==> src/rtl/cfd_pkg.sv <==
// Shared types and constants for the COBS frame decoder.
package cfd_pkg;

   localparam int BYTE_W      = 8;
   localparam int LEN_W       = 13;
   localparam int KIND_W      = 2;
   localparam int MAX_PAYLOAD = 4096;
   localparam int QUEUE_DEPTH = 2;
   localparam int QPTR_W      = $clog2(QUEUE_DEPTH);
   localparam int QCNT_W      = $clog2(QUEUE_DEPTH + 1);
   localparam int RSP_DATA_W  = ((BYTE_W + LEN_W + 7) / 8) * 8;

   localparam logic [BYTE_W-1:0] FULL_CODE = 8'hFF;
   localparam logic [LEN_W-1:0]  CAP_LIMIT = LEN_W'(MAX_PAYLOAD);

   typedef logic [KIND_W-1:0] kind_type;
   localparam kind_type KIND_DATA     = 2'd0;
   localparam kind_type KIND_OK       = 2'd1;
   localparam kind_type KIND_TRUNC    = 2'd2;
   localparam kind_type KIND_OVERFLOW = 2'd3;

   typedef enum logic [1:0] {
      CLS_DELIM,
      CLS_CODE,
      CLS_DATA
   } item_class_type;

   // One classified word handed from the front end to the back end.
   typedef struct packed {
      item_class_type     cls;
      logic [BYTE_W-1:0]  value;      // payload byte for data words
      logic               trunc;      // delimiter arrived inside a block
      logic               zero_owed;  // code word must first emit a zero
   } entry_type;

endpackage

==> src/rtl/cfd_front.sv <==
// Front end: accepts encoded bytes, tracks block position and classifies each word.
module cfd_front (
   input  logic                     clock,
   input  logic                     reset,
   input  logic                     req_tvalid,
   output logic                     req_tready,
   input  logic [7:0]               req_tdata,   // [7:0] in_byte
   output logic                     push_valid,
   input  logic                     push_ready,
   output cfd_pkg::entry_type       push_entry
);
   import cfd_pkg::*;

   logic [BYTE_W-1:0] bytes_left_ff, bytes_left_in;
   logic              zero_pending_ff, zero_pending_in;
   logic              accept;

   assign req_tready = push_ready;
   assign push_valid = req_tvalid;
   assign accept     = req_tvalid && push_ready;

   always_comb begin
      push_entry.value     = req_tdata;
      push_entry.trunc     = 1'b0;
      push_entry.zero_owed = 1'b0;
      bytes_left_in        = bytes_left_ff;
      zero_pending_in      = zero_pending_ff;
      if (req_tdata == '0) begin
         push_entry.cls   = CLS_DELIM;
         push_entry.trunc = (bytes_left_ff != '0);
         bytes_left_in    = '0;
         zero_pending_in  = 1'b0;
      end else if (bytes_left_ff == '0) begin
         push_entry.cls       = CLS_CODE;
         push_entry.zero_owed = zero_pending_ff;
         zero_pending_in      = (req_tdata != FULL_CODE);
         bytes_left_in        = req_tdata - BYTE_W'(1);
      end else begin
         push_entry.cls = CLS_DATA;
         bytes_left_in  = bytes_left_ff - BYTE_W'(1);
      end
   end

   always_ff @(posedge clock) begin
      if (reset) begin
         bytes_left_ff   <= '0;
         zero_pending_ff <= 1'b0;
      end else if (accept) begin
         bytes_left_ff   <= bytes_left_in;
         zero_pending_ff <= zero_pending_in;
      end
   end

endmodule

==> src/rtl/cfd_queue.sv <==
// Short queue of classified words between front and back end.
module cfd_queue (
   input  logic                     clock,
   input  logic                     reset,
   input  logic                     push_valid,
   output logic                     push_ready,
   input  cfd_pkg::entry_type       push_entry,
   output logic                     pop_valid,
   input  logic                     pop_ready,
   output cfd_pkg::entry_type       pop_entry,
   output logic [cfd_pkg::QCNT_W-1:0] fill
);
   import cfd_pkg::*;

   entry_type          slot_ff [QUEUE_DEPTH];
   logic [QPTR_W-1:0]  wr_ptr_ff, wr_ptr_in;
   logic [QPTR_W-1:0]  rd_ptr_ff, rd_ptr_in;
   logic [QCNT_W-1:0]  count_ff, count_in;
   logic               push, pop;

   assign push_ready = (count_ff != QCNT_W'(QUEUE_DEPTH));
   assign pop_valid  = (count_ff != '0);
   assign pop_entry  = slot_ff[rd_ptr_ff];
   assign fill       = count_ff;
   assign push       = push_valid && push_ready;
   assign pop        = pop_valid && pop_ready;

   always_comb begin
      wr_ptr_in = wr_ptr_ff;
      rd_ptr_in = rd_ptr_ff;
      count_in  = count_ff;
      if (push) begin
         wr_ptr_in = (wr_ptr_ff == QPTR_W'(QUEUE_DEPTH - 1)) ? '0 : wr_ptr_ff + QPTR_W'(1);
      end
      if (pop) begin
         rd_ptr_in = (rd_ptr_ff == QPTR_W'(QUEUE_DEPTH - 1)) ? '0 : rd_ptr_ff + QPTR_W'(1);
      end
      if (push && !pop) begin
         count_in = count_ff + QCNT_W'(1);
      end else if (pop && !push) begin
         count_in = count_ff - QCNT_W'(1);
      end
   end

   always_ff @(posedge clock) begin
      if (reset) begin
         wr_ptr_ff <= '0;
         rd_ptr_ff <= '0;
         count_ff  <= '0;
      end else begin
         wr_ptr_ff <= wr_ptr_in;
         rd_ptr_ff <= rd_ptr_in;
         count_ff  <= count_in;
      end
   end

   always_ff @(posedge clock) begin
      if (push) begin
         slot_ff[wr_ptr_ff] <= push_entry;
      end
   end

endmodule

==> src/rtl/cfd_back.sv <==
// Back end: payload count, capacity check, fault tracking and result register.
module cfd_back (
   input  logic                            clock,
   input  logic                            reset,
   input  logic                            pop_valid,
   output logic                            pop_ready,
   input  cfd_pkg::entry_type              pop_entry,
   input  logic                            csr_wr_en,
   input  logic [cfd_pkg::LEN_W-1:0]       csr_wr_data,
   output logic                            rsp_tvalid,
   input  logic                            rsp_tready,
   output logic [cfd_pkg::RSP_DATA_W-1:0]  rsp_tdata,
   output logic [cfd_pkg::KIND_W-1:0]      rsp_tuser,
   output logic                            rsp_tlast
);
   import cfd_pkg::*;

   logic [LEN_W-1:0]  max_len_ff;
   logic [LEN_W-1:0]  count_ff, count_in;
   logic              fault_ff, fault_in;
   logic              valid_ff, valid_in;
   logic [BYTE_W-1:0] byte_ff, byte_in;
   logic [LEN_W-1:0]  len_ff, len_in;
   kind_type          kind_ff, kind_in;
   logic              last_ff, last_in;
   logic [LEN_W-1:0]  cap;
   logic              take, wants_emit, at_cap;

   assign pop_ready  = !valid_ff || rsp_tready;
   assign take       = pop_valid && pop_ready;
   assign cap        = (max_len_ff > CAP_LIMIT) ? CAP_LIMIT : max_len_ff;
   assign at_cap     = (count_ff >= cap);
   assign wants_emit = (pop_entry.cls == CLS_DATA)
                    || (pop_entry.cls == CLS_CODE && pop_entry.zero_owed);

   always_comb begin
      count_in = count_ff;
      fault_in = fault_ff;
      valid_in = valid_ff && !rsp_tready;
      byte_in  = byte_ff;
      len_in   = len_ff;
      kind_in  = kind_ff;
      last_in  = last_ff;
      if (take) begin
         if (pop_entry.cls == CLS_DELIM) begin
            valid_in = 1'b1;
            byte_in  = '0;
            len_in   = count_ff;
            last_in  = 1'b1;
            if (fault_ff) begin
               kind_in = KIND_OVERFLOW;
            end else if (pop_entry.trunc) begin
               kind_in = KIND_TRUNC;
            end else begin
               kind_in = KIND_OK;
            end
            count_in = '0;
            fault_in = 1'b0;
         end else if (!fault_ff && wants_emit) begin
            if (at_cap) begin
               fault_in = 1'b1;
            end else begin
               valid_in = 1'b1;
               // owed zero goes out in place of the code word
               byte_in  = (pop_entry.cls == CLS_DATA) ? pop_entry.value : '0;
               len_in   = '0;
               kind_in  = KIND_DATA;
               last_in  = 1'b0;
               count_in = count_ff + LEN_W'(1);
            end
         end
      end
   end

   always_ff @(posedge clock) begin
      if (reset) begin
         max_len_ff <= CAP_LIMIT;
         count_ff   <= '0;
         fault_ff   <= 1'b0;
         valid_ff   <= 1'b0;
      end else begin
         if (csr_wr_en) begin
            max_len_ff <= csr_wr_data;
         end
         count_ff <= count_in;
         fault_ff <= fault_in;
         valid_ff <= valid_in;
      end
      byte_ff <= byte_in;
      len_ff  <= len_in;
      kind_ff <= kind_in;
      last_ff <= last_in;
   end

   assign rsp_tvalid = valid_ff;
   assign rsp_tdata  = {{(RSP_DATA_W - BYTE_W - LEN_W){1'b0}}, len_ff, byte_ff};
   assign rsp_tuser  = kind_ff;
   assign rsp_tlast  = last_ff;

endmodule

==> src/rtl/cobs_frame_decoder.sv <==
// Streaming COBS frame decoder top level.
// Usage:
//   req_* carries one received encoded byte per word; a zero byte ends a frame.
//   rsp_* carries decoded payload bytes (tuser = data) and one frame-end word
//   per frame with tlast high, tuser giving ok, truncated block or overflow
//   and the decoded length in tdata. csr_wr_en/csr_wr_data set the payload
//   capacity (values above 4096 act as 4096); write only while idle.
// Throughput: one byte per cycle sustained while rsp_tready stays high; the stages are the
//   front block tracker, two-entry queue, back-end counter and result reg.
// Path: an accepted byte is written into a queue slot and then into the result
//   register, which drives rsp_*.
// Reset: synchronous, active high; clears frame state, empties the queue,
//   drops any pending result and sets the capacity to 4096.
// Stall: when rsp_tready is low the result register holds, the back end stops
//   draining and the queue fills; req_tready falls once both queue entries
//   are taken. Code bytes and swallowed bytes also wait: the back end takes no
//   word while a result is held and rsp_tready is low.
module cobs_frame_decoder (
   input  logic                            clock,
   input  logic                            reset,
   input  logic                            req_tvalid,
   output logic                            req_tready,
   input  logic [7:0]                      req_tdata,   // [7:0] in_byte
   output logic                            rsp_tvalid,
   input  logic                            rsp_tready,
   output logic [cfd_pkg::RSP_DATA_W-1:0]  rsp_tdata,   // [7:0] out_byte, [20:8] frame_len
   output logic [cfd_pkg::KIND_W-1:0]      rsp_tuser,   // [1:0] kind
   output logic                            rsp_tlast,   // frame_last
   input  logic                            csr_wr_en,
   input  logic [cfd_pkg::LEN_W-1:0]       csr_wr_data  // max_payload_len
);
   import cfd_pkg::*;

   logic              push_valid, push_ready;
   logic              pop_valid, pop_ready;
   entry_type         push_entry, pop_entry;
   logic [QCNT_W-1:0] q_fill;

   cfd_front u_front (
      .clock      (clock),
      .reset      (reset),
      .req_tvalid (req_tvalid),
      .req_tready (req_tready),
      .req_tdata  (req_tdata),
      .push_valid (push_valid),
      .push_ready (push_ready),
      .push_entry (push_entry)
   );

   cfd_queue u_queue (
      .clock      (clock),
      .reset      (reset),
      .push_valid (push_valid),
      .push_ready (push_ready),
      .push_entry (push_entry),
      .pop_valid  (pop_valid),
      .pop_ready  (pop_ready),
      .pop_entry  (pop_entry),
      .fill       (q_fill)
   );

   cfd_back u_back (
      .clock       (clock),
      .reset       (reset),
      .pop_valid   (pop_valid),
      .pop_ready   (pop_ready),
      .pop_entry   (pop_entry),
      .csr_wr_en   (csr_wr_en),
      .csr_wr_data (csr_wr_data),
      .rsp_tvalid  (rsp_tvalid),
      .rsp_tready  (rsp_tready),
      .rsp_tdata   (rsp_tdata),
      .rsp_tuser   (rsp_tuser),
      .rsp_tlast   (rsp_tlast)
   );

   // queue never overfills
   a_queue_bound: assert property (@(posedge clock) disable iff (reset)
      q_fill <= QCNT_W'(QUEUE_DEPTH))
      else $error("queue fill beyond depth");

   // frame-end words carry a zero byte and a length within capacity limit
   a_end_fields: assert property (@(posedge clock) disable iff (reset)
      rsp_tvalid && rsp_tlast |->
         rsp_tdata[BYTE_W-1:0] == '0 && rsp_tdata[BYTE_W+LEN_W-1:BYTE_W] <= CAP_LIMIT)
      else $error("bad frame-end fields");

   // data words never close a frame and report no length
   a_data_word: assert property (@(posedge clock) disable iff (reset)
      rsp_tvalid && rsp_tuser == KIND_DATA |->
         !rsp_tlast && rsp_tdata[BYTE_W+LEN_W-1:BYTE_W] == '0)
      else $error("data word marked as frame end");

   // input is held off only when the queue is full
   a_ready_full: assert property (@(posedge clock) disable iff (reset)
      !req_tready |-> q_fill == QCNT_W'(QUEUE_DEPTH))
      else $error("input stalled with queue space");

endmodule
==> config.mk <==
export PLATFORM = sky130hd
export DESIGN_NAME = cobs_frame_decoder
export DESIGN_NICKNAME = d
export VERILOG_FILES = /design/src/rtl/cfd_pkg.sv /design/src/rtl/cfd_front.sv /design/src/rtl/cfd_queue.sv /design/src/rtl/cfd_back.sv /design/src/rtl/cobs_frame_decoder.sv
export SDC_FILE = /design/constraint.sdc
export NUM_CORES = 1
export LEC_CHECK = 0
export ABC_AREA = 1
export BUFFER_PORTS_ARGS = -buffer_cell sky130_fd_sc_hd__buf_2
export CAP_MARGIN = 20
export CORE_UTILIZATION = 62
export DETAILED_ROUTE_END_ITERATION = 6
export PLACE_DENSITY_LB_ADDON = 0.12
export SLEW_MARGIN = 5
export SYNTH_ARGS = -nofsm -noshare
export SYNTH_HDL_FRONTEND = slang
export SYNTH_SLANG_ARGS = --single-unit
==> constraint.sdc <==
create_clock -name clock -period 4.7 [get_ports clock]
set_input_delay 0.94 -clock clock [delete_from_list [all_inputs] [get_ports clock]]
set_output_delay 0.94 -clock clock [all_outputs]
set_load 0.1 [all_outputs]
======== Yosys cells after proc, flatten, opt, wreduce, memory -nomap -nowiden ========
Memories as Yosys holds them, arrays and structs flattened. A register that Yosys moved wholly into a read port is not among the register bits.
Index checks and enable logic that the tools add are counted.
W data, S select, Z words.
word-level totals
  register bits ........................... 65
  RAM bits ................................ 24
  output and inout port bits .............. 29
  memories ................................ 1
operators by class
  add/subtract/negate cells ............... 7
  $lt $le $gt $ge ......................... 2
  equal/unequal tests ..................... 5
  mux-type cells .......................... 41
  reduce and logical (&&, ||, !) cells .... 26
memory list
  memory           words  bits a word  read ports  clocked after Yosys merged registers in  write ports  line             RTL
  u_queue.slot_ff  2      12           1           1                                        1            cfd_queue.sv:15  entry_type slot_ff [QUEUE_DEPTH];
operators by type and width
  operator                 number
  $mux W13                 7
  $mux W8                  5
  $mux W1                  20
  $mux W2                  9
  $logic_not A8 Y1         2
  $sub A8 B1 Y8 const B    2
  $add A13 B1 Y13 const B  1
  $ge A13 B13 Y1           1
  $gt A13 B13 Y1 const B   1
  $reduce_bool A2 Y1       5
  $ne A8 B8 Y1 const B     1
  $reduce_bool A8 Y1       1
  $logic_and A1 B1 Y1      7
  $reduce_and A3 Y1        2
  $logic_not A1 Y1         5
  $ne A2 B2 Y1 const B     2
  $add A1 B1 Y1 const B    2
  $add A2 B1 Y2 const B    1
  $eq A2 B1 Y1 const B     1
  $eq A2 B2 Y1 const B     1
  $logic_not A2 Y1         1
  $logic_or A1 B1 Y1       2
  $reduce_and A2 Y1        1
  $sub A2 B1 Y2 const B    1

======== Logic depth before layout (Yosys ltp) ========
Gate-level depths: netlist of the first run.
  depth in word-level cells ............... 7
  mapped depth ............................ 19
  gate-level depth less buffers ........... 19

======== Modules after synthesis ========
Synthesis of the first run repeated with hierarchy kept, for this count alone.
unflattened totals
  cells, all modules ...................... 557
  area, all modules ....................... 4794.6 sq um
by module, submodules not included
  module     instances  cells each  area each (sq um)  sequential area each (sq um)
  cfd_back   1          359         2839.0             1281.2
  cfd_queue  1          74          1148.6             820.8
  cfd_front  1          124         807.0              180.2

======== Least setup slack after synthesis of the first run ========
OpenSTA, ideal clock, no wires.
  path kind ............................... reg-to-reg
  start point ............................. reg u_queue.count_ff[0], in the netlist u_queue.fill[0]
  end point ............................... mem u_queue.slot_ff[1][0] (netlist name), enable pin
  setup time .............................. 0.382 ns
  arrival time ............................ 2.124 ns
  required time ........................... 4.318 ns
  path slack .............................. 2.195 ns
  cell stages (with the launch flop) ...... 6
  path buffers ............................ 1
  clock period less this slack ............ 2.505 ns
  cell sequence ........................... dfxtp_1 > inv_1 > nand2_1 > nand2_1 > clkbuf_1 > nor2_1
on the way
  longest elaborated chain between the ends .. 4
ends and longest elaborated chain
  element                        line                      RTL
  start: declaration             cfd_queue.sv:18           logic [QCNT_W-1:0] count_ff, count_in;
  start signal: assignment       cfd_queue.sv:53           count_ff <= count_in;
  $ne A2 B2 Y1                   cfd_queue.sv:21           assign push_ready = (count_ff != QCNT_W'(QUEUE_DEPTH));
  via req_tready                 cobs_frame_decoder.sv:22  output logic req_tready,
  $logic_and A1 B1 Y1            cfd_queue.sv:25           assign push = push_valid && push_ready;
  $mux W1                        cfd_queue.sv:58           if (push) begin
  $mux W1 (implied by the code)  cfd_queue.sv:59           slot_ff[wr_ptr_ff] <= push_entry;
  end: declaration               cfd_queue.sv:15
The timed path passes the listed nets, and every way through them passes these cells.

======== Worst setup path after layout of the first run ========
  start point ............................. reg u_back.max_len_ff[4]
  end point ............................... reg u_back.count_ff[12]
on the way
  longest elaborated chain between the ends .. 5
ends and longest elaborated chain
  element                                 line            RTL
  start: declaration                      cfd_back.sv:18  logic [LEN_W-1:0] max_len_ff;
  start signal: assignment                cfd_back.sv:83  max_len_ff <= csr_wr_data;
  $gt A13 B13 Y1                          cfd_back.sv:31  assign cap = (max_len_ff > CAP_LIMIT) ? CAP_LIMIT : max_len_ff;
  $mux W13 (*)                            cfd_back.sv:31
  $ge A13 B13 Y1 (*)                      cfd_back.sv:32  assign at_cap = (count_ff >= cap);
  $ne A2 B2 Y1 (no source line) (*)       n/a
  $reduce_and A3 Y1 (no source line) (*)  n/a
  end signal: assignment                  cfd_back.sv:85  count_ff <= count_in;
  end: declaration                        cfd_back.sv:19  logic [LEN_W-1:0] count_ff, count_in;
Every way passes the cells marked *; elsewhere a longest branch is shown, timed or not.
A chain may end at the register's enable or synchronous reset.

==> results of run 1 <==
## synth_stat cells, types with 7 or more instances
master,n,area [um^2]
nand3_1,20,100
inv_1,47,176
nor3_1,7,35.0
a21oi_1,42,210
edfxtp_1,48,1440
nand2_2,10,62.6
nand2_1,103,387
ha_1,16,200
o21ai_0,25,125
nor2_1,73,274
xor2_1,7,61.3
dfxtp_1,42,841
## cell families after synthesis
logic type      synth area share
mux                      0.00235
xor+xnor                  0.0144
flops                      0.535
other cells             0.000879
fa+ha+maj                 0.0469
buf+inv                   0.0628
simple gates               0.238
compound gates            0.0994
## how the worst max path moves through the flow
stage                                  to  slack (ns)  cells after the start
detailed placement    u_back.count_ff[12]        1.61                     15
finish                u_back.count_ff[12]        1.59                     15
CTS                   u_back.count_ff[12]        1.57                     15
floorplan           u_queue.slot_ff[1][0]        2.19                      5
global route          u_back.count_ff[12]        1.13                     15
global placement       u_back.count_ff[3]        1.71                     15
## state kept, by name, indices dropped and copies added (netlist names), named ones only
signal,count
u_back.len_ff,13
u_back.max_len_ff,13
u_back.rsp_tlast,1
u_front.zero_pending_ff,1
u_queue.rd_ptr_ff,1
u_queue.fill,2
u_back.fault_ff,1
u_queue.slot_ff,24
u_back.count_ff,13
u_queue.wr_ptr_ff,1
u_back.rsp_tuser,2
u_back.rsp_tvalid,1
u_front.bytes_left_ff,8
u_back.byte_ff,8
## area by class of cell
cell class	count	area, um^2	area share
clock buffer	9	124	0.0261
clock inverter	7	66.3	0.0140
inverter	51	191	0.0403
multi-input combinational	335	1720	0.363
sequential	90	2280	0.481
tap	77	96.3	0.0203
timing repair buffer	52	263	0.0554
## through the flow
step                      area [um^2]  worst slack [ns]  std cells  hold WS, ns   util
after floorplan                  4270              2.19        488        0.426      -
after global placement           4550              1.71        604        0.438  0.700
after detailed placement         4550              1.61        604        0.448  0.700
after CTS                        4740              1.57        620        0.463  0.730
after global routing             4750              1.13        621        0.481  0.731
final                            4750              1.59        621        0.465  0.731
## critical path: cells and delay by family, from the launching register on
kind	cells	cell delay [ns]
AOI/OAI and AO/OA	5	0.67
adders and majority gates	1	0.30
buffers and inverters	2	0.41
DFF	1	0.33
and+or+nand+nor	7	1.28
## per-layer routing
| metal | track usage | wire [um] | vias up |
|---|---|---|---|
| met5 | 0 | 0 | - |
| met4 | 0.103 | 125 | 0 |
| met3 | 0.0340 | 431 | 11 |
| met2 | 0.421 | 3940 | 106 |
| met1 | 0.340 | 3830 | 1537 |
| li1 | - | - | 1702 |
==> flow_metrics.tcl, run 1 <==
set metrics [dict create \
    min_to "u_queue.rd_ptr_ff" \
    synth_cell_type_count 33 \
    clkLatencyLatePin_ns 0.37 \
    grt_pass1_vias 3195 \
    required_ns 4.93 \
    drive_gt1_frac 0.175 \
    fp.coreArea_um2 6490 \
    cts_root_buf "clkbuf_8" \
    start_kind "flip-flop" \
    cts.sink_count 90 \
    rsz0062_at_grt "no" \
    rr_worst_depth 15 \
    gp_congestion 0.825 \
    synth_flop_cell "edfxtp_1" \
    violations "DRC" \
    final_max_slew_viol_count 0 \
    die_w_um 85.0 \
    post-route-drc-count 6 \
    max_stage_delay_ns 0.42 \
    tns_ns 0 \
    die_height_um 85.0 \
    place_hpwl_mm 6.07 \
    path_cells "nor4_1 > nand2_1 > nor3_1 > a21oi_1 > clkinv_1 > nand2_1 > ha_1 > a21oi_1 > o21ai_0 > a21oi_1 > nand3_4 > nand2_4 > inv_1 > nand2_1 > a21oi_2" \
    hold_viol_final 0 \
    rows 29 \
    synth_area_per_cell_um2 8.78 \
    drt_iter0_markers 214 \
    yosys_warnings 0 \
    htree_levels 3 \
    layout_worst_path_cycle_share 0.662 \
    ys_ff_latch 90 \
    vias 3356 \
    area_growth_pct 11.3 \
    grt_pass1_wl_mm 14.4 \
    tightest_slew_ns 1.13 \
    ant_nets 0 \
    io_buffers 51 \
    wl_per_cell_um 13.4 \
    synth.cell_area_um2 4270 \
    n_antenna_cell 0 \
    die-area_um2 7220 \
    max_cap_violations 0 \
    slew_headroom 0.241 \
    final_common_cell "nand2_1" \
    synthCells 486 \
    synth-async-reset-ratio 0 \
    hold_class "reg2reg" \
    cp-end-kind "flip-flop" \
    final_cell_mix "nand2_1 (103), nor2_1 (73), buf_2 (51), edfxtp_1 (48), inv_1 (47)" \
    critPathLaunch "u_back.max_len_ff[4]" \
    crit_fanout 41 \
    skew_ns 0.0190 \
    critPathSlowestCell "nand2_4" \
    grt_max_degree 42 \
    min_from "u_queue.rd_ptr_ff" \
    cts_buffers 9 \
    post-cts-setup-buffers 0 \
    clockBufferDepth 2 \
    reg2reg_to "u_back.count_ff[12]" \
    hold-path-cell-count 1 \
    gr-total-overflow 0 \
    drtPass1Iterations 7 \
    num_io_pins 55 \
    worstSetupPathType "reg2reg" \
    initial_core_util 0.657 \
    setup_viol 0 \
    period_minus_slack_ns 3.11 \
    synth_edf_count 48 \
    fill_cells 488 \
    synth-seq-area-share 0.535 \
    vias_per_cell 5.40 \
    grt_usage 0.254 \
    clk_pin_slew_worst_paths_ns 0.10 \
    routed_wirelength_mm 8.33 \
    cts_tree "done" \
    ctsHoldBuffers 0 \
    antenna_found_initial 0 \
    ff2ff_setup_slack_ns 1.59 \
    fmax_ghz 0.321 \
    final_nets 581 \
    rr_startpoint "u_back.max_len_ff[4]" \
    cp.arrival_ns 3.35 \
    run_status "finished with violations" \
    ctsResizeCount 0 \
]
Power of run 1 is left out: the tool's default activity adds up to more than one toggle a clock period on the data nets, which glitch-free logic cannot reach.
==> inputs of run 2 (changes only) <==
--- a/config.mk
+++ b/config.mk
@@ -8,7 +8,7 @@
 export ABC_AREA = 1
 export BUFFER_PORTS_ARGS = -buffer_cell sky130_fd_sc_hd__buf_2
 export CAP_MARGIN = 20
-export CORE_UTILIZATION = 62
+export CORE_UTILIZATION = 52
 export DETAILED_ROUTE_END_ITERATION = 6
 export PLACE_DENSITY_LB_ADDON = 0.12
 export SLEW_MARGIN = 5
==> constraint.sdc (replaced) <==
create_clock -name clock -period 2.65 [get_ports clock]
set_input_delay 0.53 -clock clock [delete_from_list [all_inputs] [get_ports clock]]
set_output_delay 0.53 -clock clock [all_outputs]
set_load 0.1 [all_outputs]
==> run 2 against run 1 <==
  * The run now ends clean
  * Worst setup slack got worse by 1.5 ns
  * Die area is 19% higher
  * Final area grew 6.2%
  * First-iteration DRC count down 25%
  * Register-to-register slack got worse by 1.5 ns
  * Sequential cell count did not move
  * Global-route usage decreased by 4.6 points
  * Final cell count is 5.3% higher
==> flow_metrics.tcl, run 2 (same netlist as run 1, synthesis figures left out) <==
set metrics [dict create \
    run_status "completed" \
    largest_reg_flops 24 \
    grt_usage 0.208 \
    place_hpwl_mm 6.07 \
    area_growth_pct 18.2 \
    top_layer "met4" \
    grt_pass1_wl_mm 13.9 \
    clockBufferDepth 2 \
    wl_per_cell_um 13.3 \
    htree_levels 3 \
    post-route-drc-count 0 \
    fmax_ghz 0.389 \
    wl_met3_um 396 \
    drive_gt1_frac 0.246 \
    top_register "u_queue.slot_ff" \
    tightest_slew_ns 0.506 \
    vias_per_cell 5.24 \
    die-area_um2 8570 \
    setup_viol 0 \
    slew_headroom 0.661 \
    cts_buffers 9 \
    num_io_pins 55 \
    antenna_found_initial 0 \
    ant_nets 0 \
    period_minus_slack_ns 2.57 \
    clkLatencyLatePin_ns 0.36 \
    clk_pin_slew_worst_paths_ns 0.09 \
    final_nets 589 \
    die_height_um 92.6 \
    gr-total-overflow 0 \
    io_buffers 51 \
    cp-end-kind "flip-flop" \
    hold_viol_final 0 \
    max_cap_violations 0 \
    final_common_cell "nand2_1" \
    rr_worst_depth 15 \
    vias 3428 \
    cts.sink_count 90 \
    ctsHoldBuffers 0 \
    rsz0062_at_grt "yes" \
    layout_worst_path_cycle_share 0.969 \
    drtPass1Iterations 5 \
    worstSetupPathType "reg2reg" \
    gp_congestion 0.831 \
    final_max_slew_viol_count 0 \
    grt_max_degree 21 \
    grt_pass1_vias 3101 \
    crit_fanout 8 \
    drt_iter0_markers 161 \
    routed_wirelength_mm 8.69 \
    hold-path-cell-count 1 \
    cp.arrival_ns 2.80 \
    required_ns 2.88 \
    fp.coreArea_um2 7850 \
    die_w_um 92.6 \
    cts_root_buf "clkbuf_8" \
    cts_tree "done" \
    rows 32 \
    initial_core_util 0.544 \
    fin_ws_ns 0.0818 \
    dr_wl_met2_mm 4.03 \
    final_cell_mix "nand2_1 (90), nor2_1 (73), buf_2 (51), edfxtp_1 (48), inv_1 (46)" \
    wl_met1_mm 4.10 \
    pre_cts_slack_ns -0.0595 \
    skew_ns 0.0157 \
    n_antenna_cell 0 \
    hold_class "in2reg" \
    start_kind "flip-flop" \
]
## run 2: cell count changes in the layout (fill, tap and decap cells not counted), sizes merged
cell and change:
clkinv +1, inv -3, buf +7, clkinvlp +2, clkbuf +1
## run 2: repair_timing
item / 4_1_cts / 5_1_grt
setup endpoints to repair: 37 / 37
cloned: 1 / 0
gates resized for setup: 6 / 36
setup buffers: 0 / 1
pin swaps: 1 / 6
## run 2: worst max-delay path, stage by stage (launching register included)
cell        delay (ns)
dfxtp_2           0.34
nor4_2            0.28
nand2_1           0.12
nor3_2            0.15
a21oi_2           0.11
clkinv_2          0.12
nand2_2           0.07
ha_4              0.22
a21oi_1           0.12
o21ai_0           0.12
a21oi_2           0.20
nand3_4           0.13
nand2_8           0.12
clkinvlp_4        0.18
nand2_1           0.13
a21oi_2           0.06
## run 2: path summary, 6_finish.rpt
check             slack (ns)               endpoint                 start
setup / recovery        0.08     u_back.count_ff[0]  u_back.max_len_ff[4]
hold / removal          0.38  u_queue.slot_ff[1][9]          req_tdata[7]
setup reg to reg        0.08     u_back.count_ff[0]  u_back.max_len_ff[4]
hold reg to reg         0.46      u_queue.rd_ptr_ff     u_queue.rd_ptr_ff
## run 2: routing by layer
metal | track usage | vias to the layer above
met4 | 0.0990 | 0
met1 | 0.285 | 1576
li1 | - | 1725
met5 | 0 | -
met2 | 0.327 | 111
met3 | 0.0287 | 16
## run 2: metrics by stage
stage / setup TNS, ns / utilization / hold WS, ns / area [um^2] / std cells
3_3_place_gp: 0 / 0.594 / 0.439 / 4660 / 636
3_5_place_dp: -0.980 / 0.594 / 0.447 / 4660 / 636
2_1_floorplan: 0 / - / 0.426 / 4270 / 488
5_1_grt: -1.03 / 0.642 / 0.386 / 5040 / 654
6_report: 0 / 0.642 / 0.383 / 5040 / 654
4_1_cts: 0 / 0.619 / 0.379 / 4860 / 653
## run 2: area by class of cell
cell class	instances	area (um^2)
flip-flops and latches	90	2280
clock buffers	10	128
inverters	51	196
repair inverters	1	3.75
repair buffers	59	344
clock inverters	6	42.5
well taps	102	128
fillers	686	2810
multi-input cells	335	1910
Power of run 2 is left out for the same reason.
==> inputs of run 3 (changes only) <==
==> constraint.sdc (replaced) <==
create_clock -name clock -period 2.65 [get_ports clock]
set_input_delay 0.265 -clock clock [delete_from_list [all_inputs] [get_ports clock]]
set_output_delay 0.265 -clock clock [all_outputs]
set_load 0.1 [all_outputs]
==> run 3 against run 2 <==
  * The run now ends with setup timing left
  * Sequential share of layout area fell by 1.4 points
  * Critical path depth rose by 4
  * Register-to-register slack got worse by 0.16 ns
  * Non-clock buffer count rose by 8
  * Utilization rose by 2.0 points
  * Routed wire length rose by 4.2%
  * Via count rose by 0.61%
  * First-iteration DRC count rose by 9.9%
  * Final cell count rose by 1.1%
  * Die area did not move
  * Sequential cell count did not move
==> flow_metrics.tcl, run 3 (same netlist as run 1, synthesis figures left out) <==
set metrics [dict create \
    run_status "finished with violations" \
    violations "setup timing" \
    rr_startpoint "u_back.max_len_ff[7]" \
    dr_wl_met2_mm 4.21 \
    final_cell_mix "nand2_1 (87), nor2_1 (73), buf_2 (51), edfxtp_1 (48), inv_1 (46)" \
    die_height_um 92.6 \
    peakVddDrop_uv 666 \
    hold_class "in2reg" \
    fin_area_um2 5200 \
    num_io_pins 55 \
    wl_per_cell_um 13.7 \
    vias_per_cell 5.22 \
    clkLatencyLatePin_ns 0.36 \
    gr-total-overflow 0 \
    skew_ns 0.0106 \
    initial_core_util 0.544 \
    grt_pass1_wl_mm 14.3 \
    die_w_um 92.6 \
    tightest_slew_ns 0.519 \
    n_antenna_cell 0 \
    cp.arrival_ns 2.95 \
    reg2reg_to "u_back.count_ff[3]" \
    required_ns 2.88 \
    rr_worst_depth 19 \
    fp.coreArea_um2 7850 \
    clockBufferDepth 2 \
    min_from "req_tdata[7]" \
    rsz0062_at_grt "yes" \
    p_per_area_nw_per_um2 1340 \
    setup_viol 31 \
    die-area_um2 8570 \
    final_nets 596 \
    wl_met1_mm 4.30 \
    worstSetupPathType "reg2reg" \
    place_hpwl_mm 6.08 \
    start_kind "flip-flop" \
    post-route-drc-count 0 \
    grt_max_degree 21 \
    ctsHoldBuffers 0 \
    clk_pin_slew_worst_paths_ns 0.09 \
    p_leak_nw 2.11 \
    hold_viol_final 0 \
    ff2ff_setup_slack_ns -0.07 \
    period_minus_slack_ns 2.72 \
    io_buffers 51 \
    place_inst 635 \
    area_growth_pct 21.8 \
    fin_ws_ns -0.0736 \
    largest_reg_flops 24 \
    crit_fanout 8 \
    layout.cells.non_filler 661 \
    hold-path-cell-count 1 \
    top_register "u_queue.slot_ff" \
    vias 3449 \
    cp-end-kind "flip-flop" \
    critPathLaunch "u_back.max_len_ff[7]" \
    fmax_ghz 0.367 \
    antenna_found_initial 0 \
    final_max_slew_viol_count 0 \
    top_layer "met4" \
    drt_iter0_markers 177 \
    slew_headroom 0.653 \
    cts_root_buf "clkbuf_8" \
    final_common_cell "nand2_1" \
    place_area_um2 4650 \
    rows 32 \
    routed_wirelength_mm 9.05 \
    ant_nets 0 \
    gp_congestion 0.831 \
    drive_gt1_frac 0.272 \
    cts_buffers 9 \
    wl_met3_um 361 \
    drtPass1Iterations 5 \
    grt_usage 0.213 \
    cts_tree "done" \
    grt_pass1_vias 3098 \
    pre_cts_slack_ns -0.0615 \
    htree_levels 3 \
    cts.sink_count 90 \
    min_to "u_queue.slot_ff[0][9]" \
    max_cap_violations 0 \
    layout_worst_path_cycle_share 1.03 \
]
run 3: cell types whose count changed in the layout (fill, tap and decap cells not counted), sizes merged:
| cell | before | now |
|---|---|---|
| clkinvlp | 2 | 3 |
| inv | 51 | 50 |
| clkinv | 5 | 4 |
| buf | 59 | 65 |
| clkbuf | 10 | 12 |
run 3: worst max path at each step:
stage	endpoint	cells after the start	slack, ns
after detailed placement	u_back.count_ff[4]	17	-0.06
final	u_back.count_ff[3]	19	-0.07
after CTS	u_back.count_ff[4]	19	0.005
after global routing	u_back.count_ff[0]	19	-0.26
after global placement	u_back.rsp_tvalid	15	-0.009
after floorplan	u_queue.slot_ff[1][0]	5	0.14
run 3: worst max-delay path, cell delays in order, from the launching register on:
cell	delay, ns
dfxtp_2	0.34
nor4_2	0.26
nand2_1	0.09
nor3_2	0.20
a21oi_2	0.10
clkinv_2	0.10
buf_6	0.12
buf_6	0.10
nand2_4	0.04
ha_4	0.15
a21oi_2	0.11
nand2_1	0.07
nand3_1	0.07
nand2_1	0.08
nand2_2	0.10
nand3_4	0.10
nand2_8	0.13
clkinvlp_4	0.23
nand2_1	0.14
a21oi_2	0.05
run 3: area by class of cell:
cell class / instances / area, um^2
Sequential cell: 90 / 2280
Clock inverter: 6 / 41.3
Multi-Input combinational cell: 335 / 1950
Tap cell: 102 / 128
Fill cell: 657 / 2650
Timing Repair Buffer: 67 / 468
Inverter: 51 / 196
Clock buffer: 10 / 128
run 3: power breakdown:
group          internal [W]  switching, W  leakage [nW]
Clock              0.000343      0.000480        0.0807
Sequential          0.00198      0.000147         0.804
Combinational       0.00105       0.00296          1.22
Total               0.00337       0.00358          2.11
run 3: timing repair:
item	CTS	global route
pin swaps	1	17
setup buffers	0	8
endpoints found under the setup margin	37	38
cloned	0	2
resized for setup	3	53
endpoints found under the hold margin	0	0
run 3: metrics by stage:
step / power (W) / hold slack (ns) / TNS (ns) / util
final: 0.00695 / 0.120 / -1.58 / 0.662
after CTS: 0.00654 / 0.115 / 0 / 0.615
after detailed placement: 0.00572 / 0.450 / -0.845 / 0.593
after global placement: 0.00567 / 0.440 / -0.00929 / 0.593
after floorplan: 0.00509 / 0.364 / 0 / -
after global routing: 0.00737 / 0.118 / -7.45 / 0.662
run 3: per-layer routing:
metal | vias to the layer above | GRT usage
met1 | 1601 | 0.298
met4 | 0 | 0.0677
met2 | 91 | 0.330
met3 | 19 | 0.0443
met5 | - | 0
li1 | 1738 | -
No activity file was read; power rests on OpenSTA's default activity.
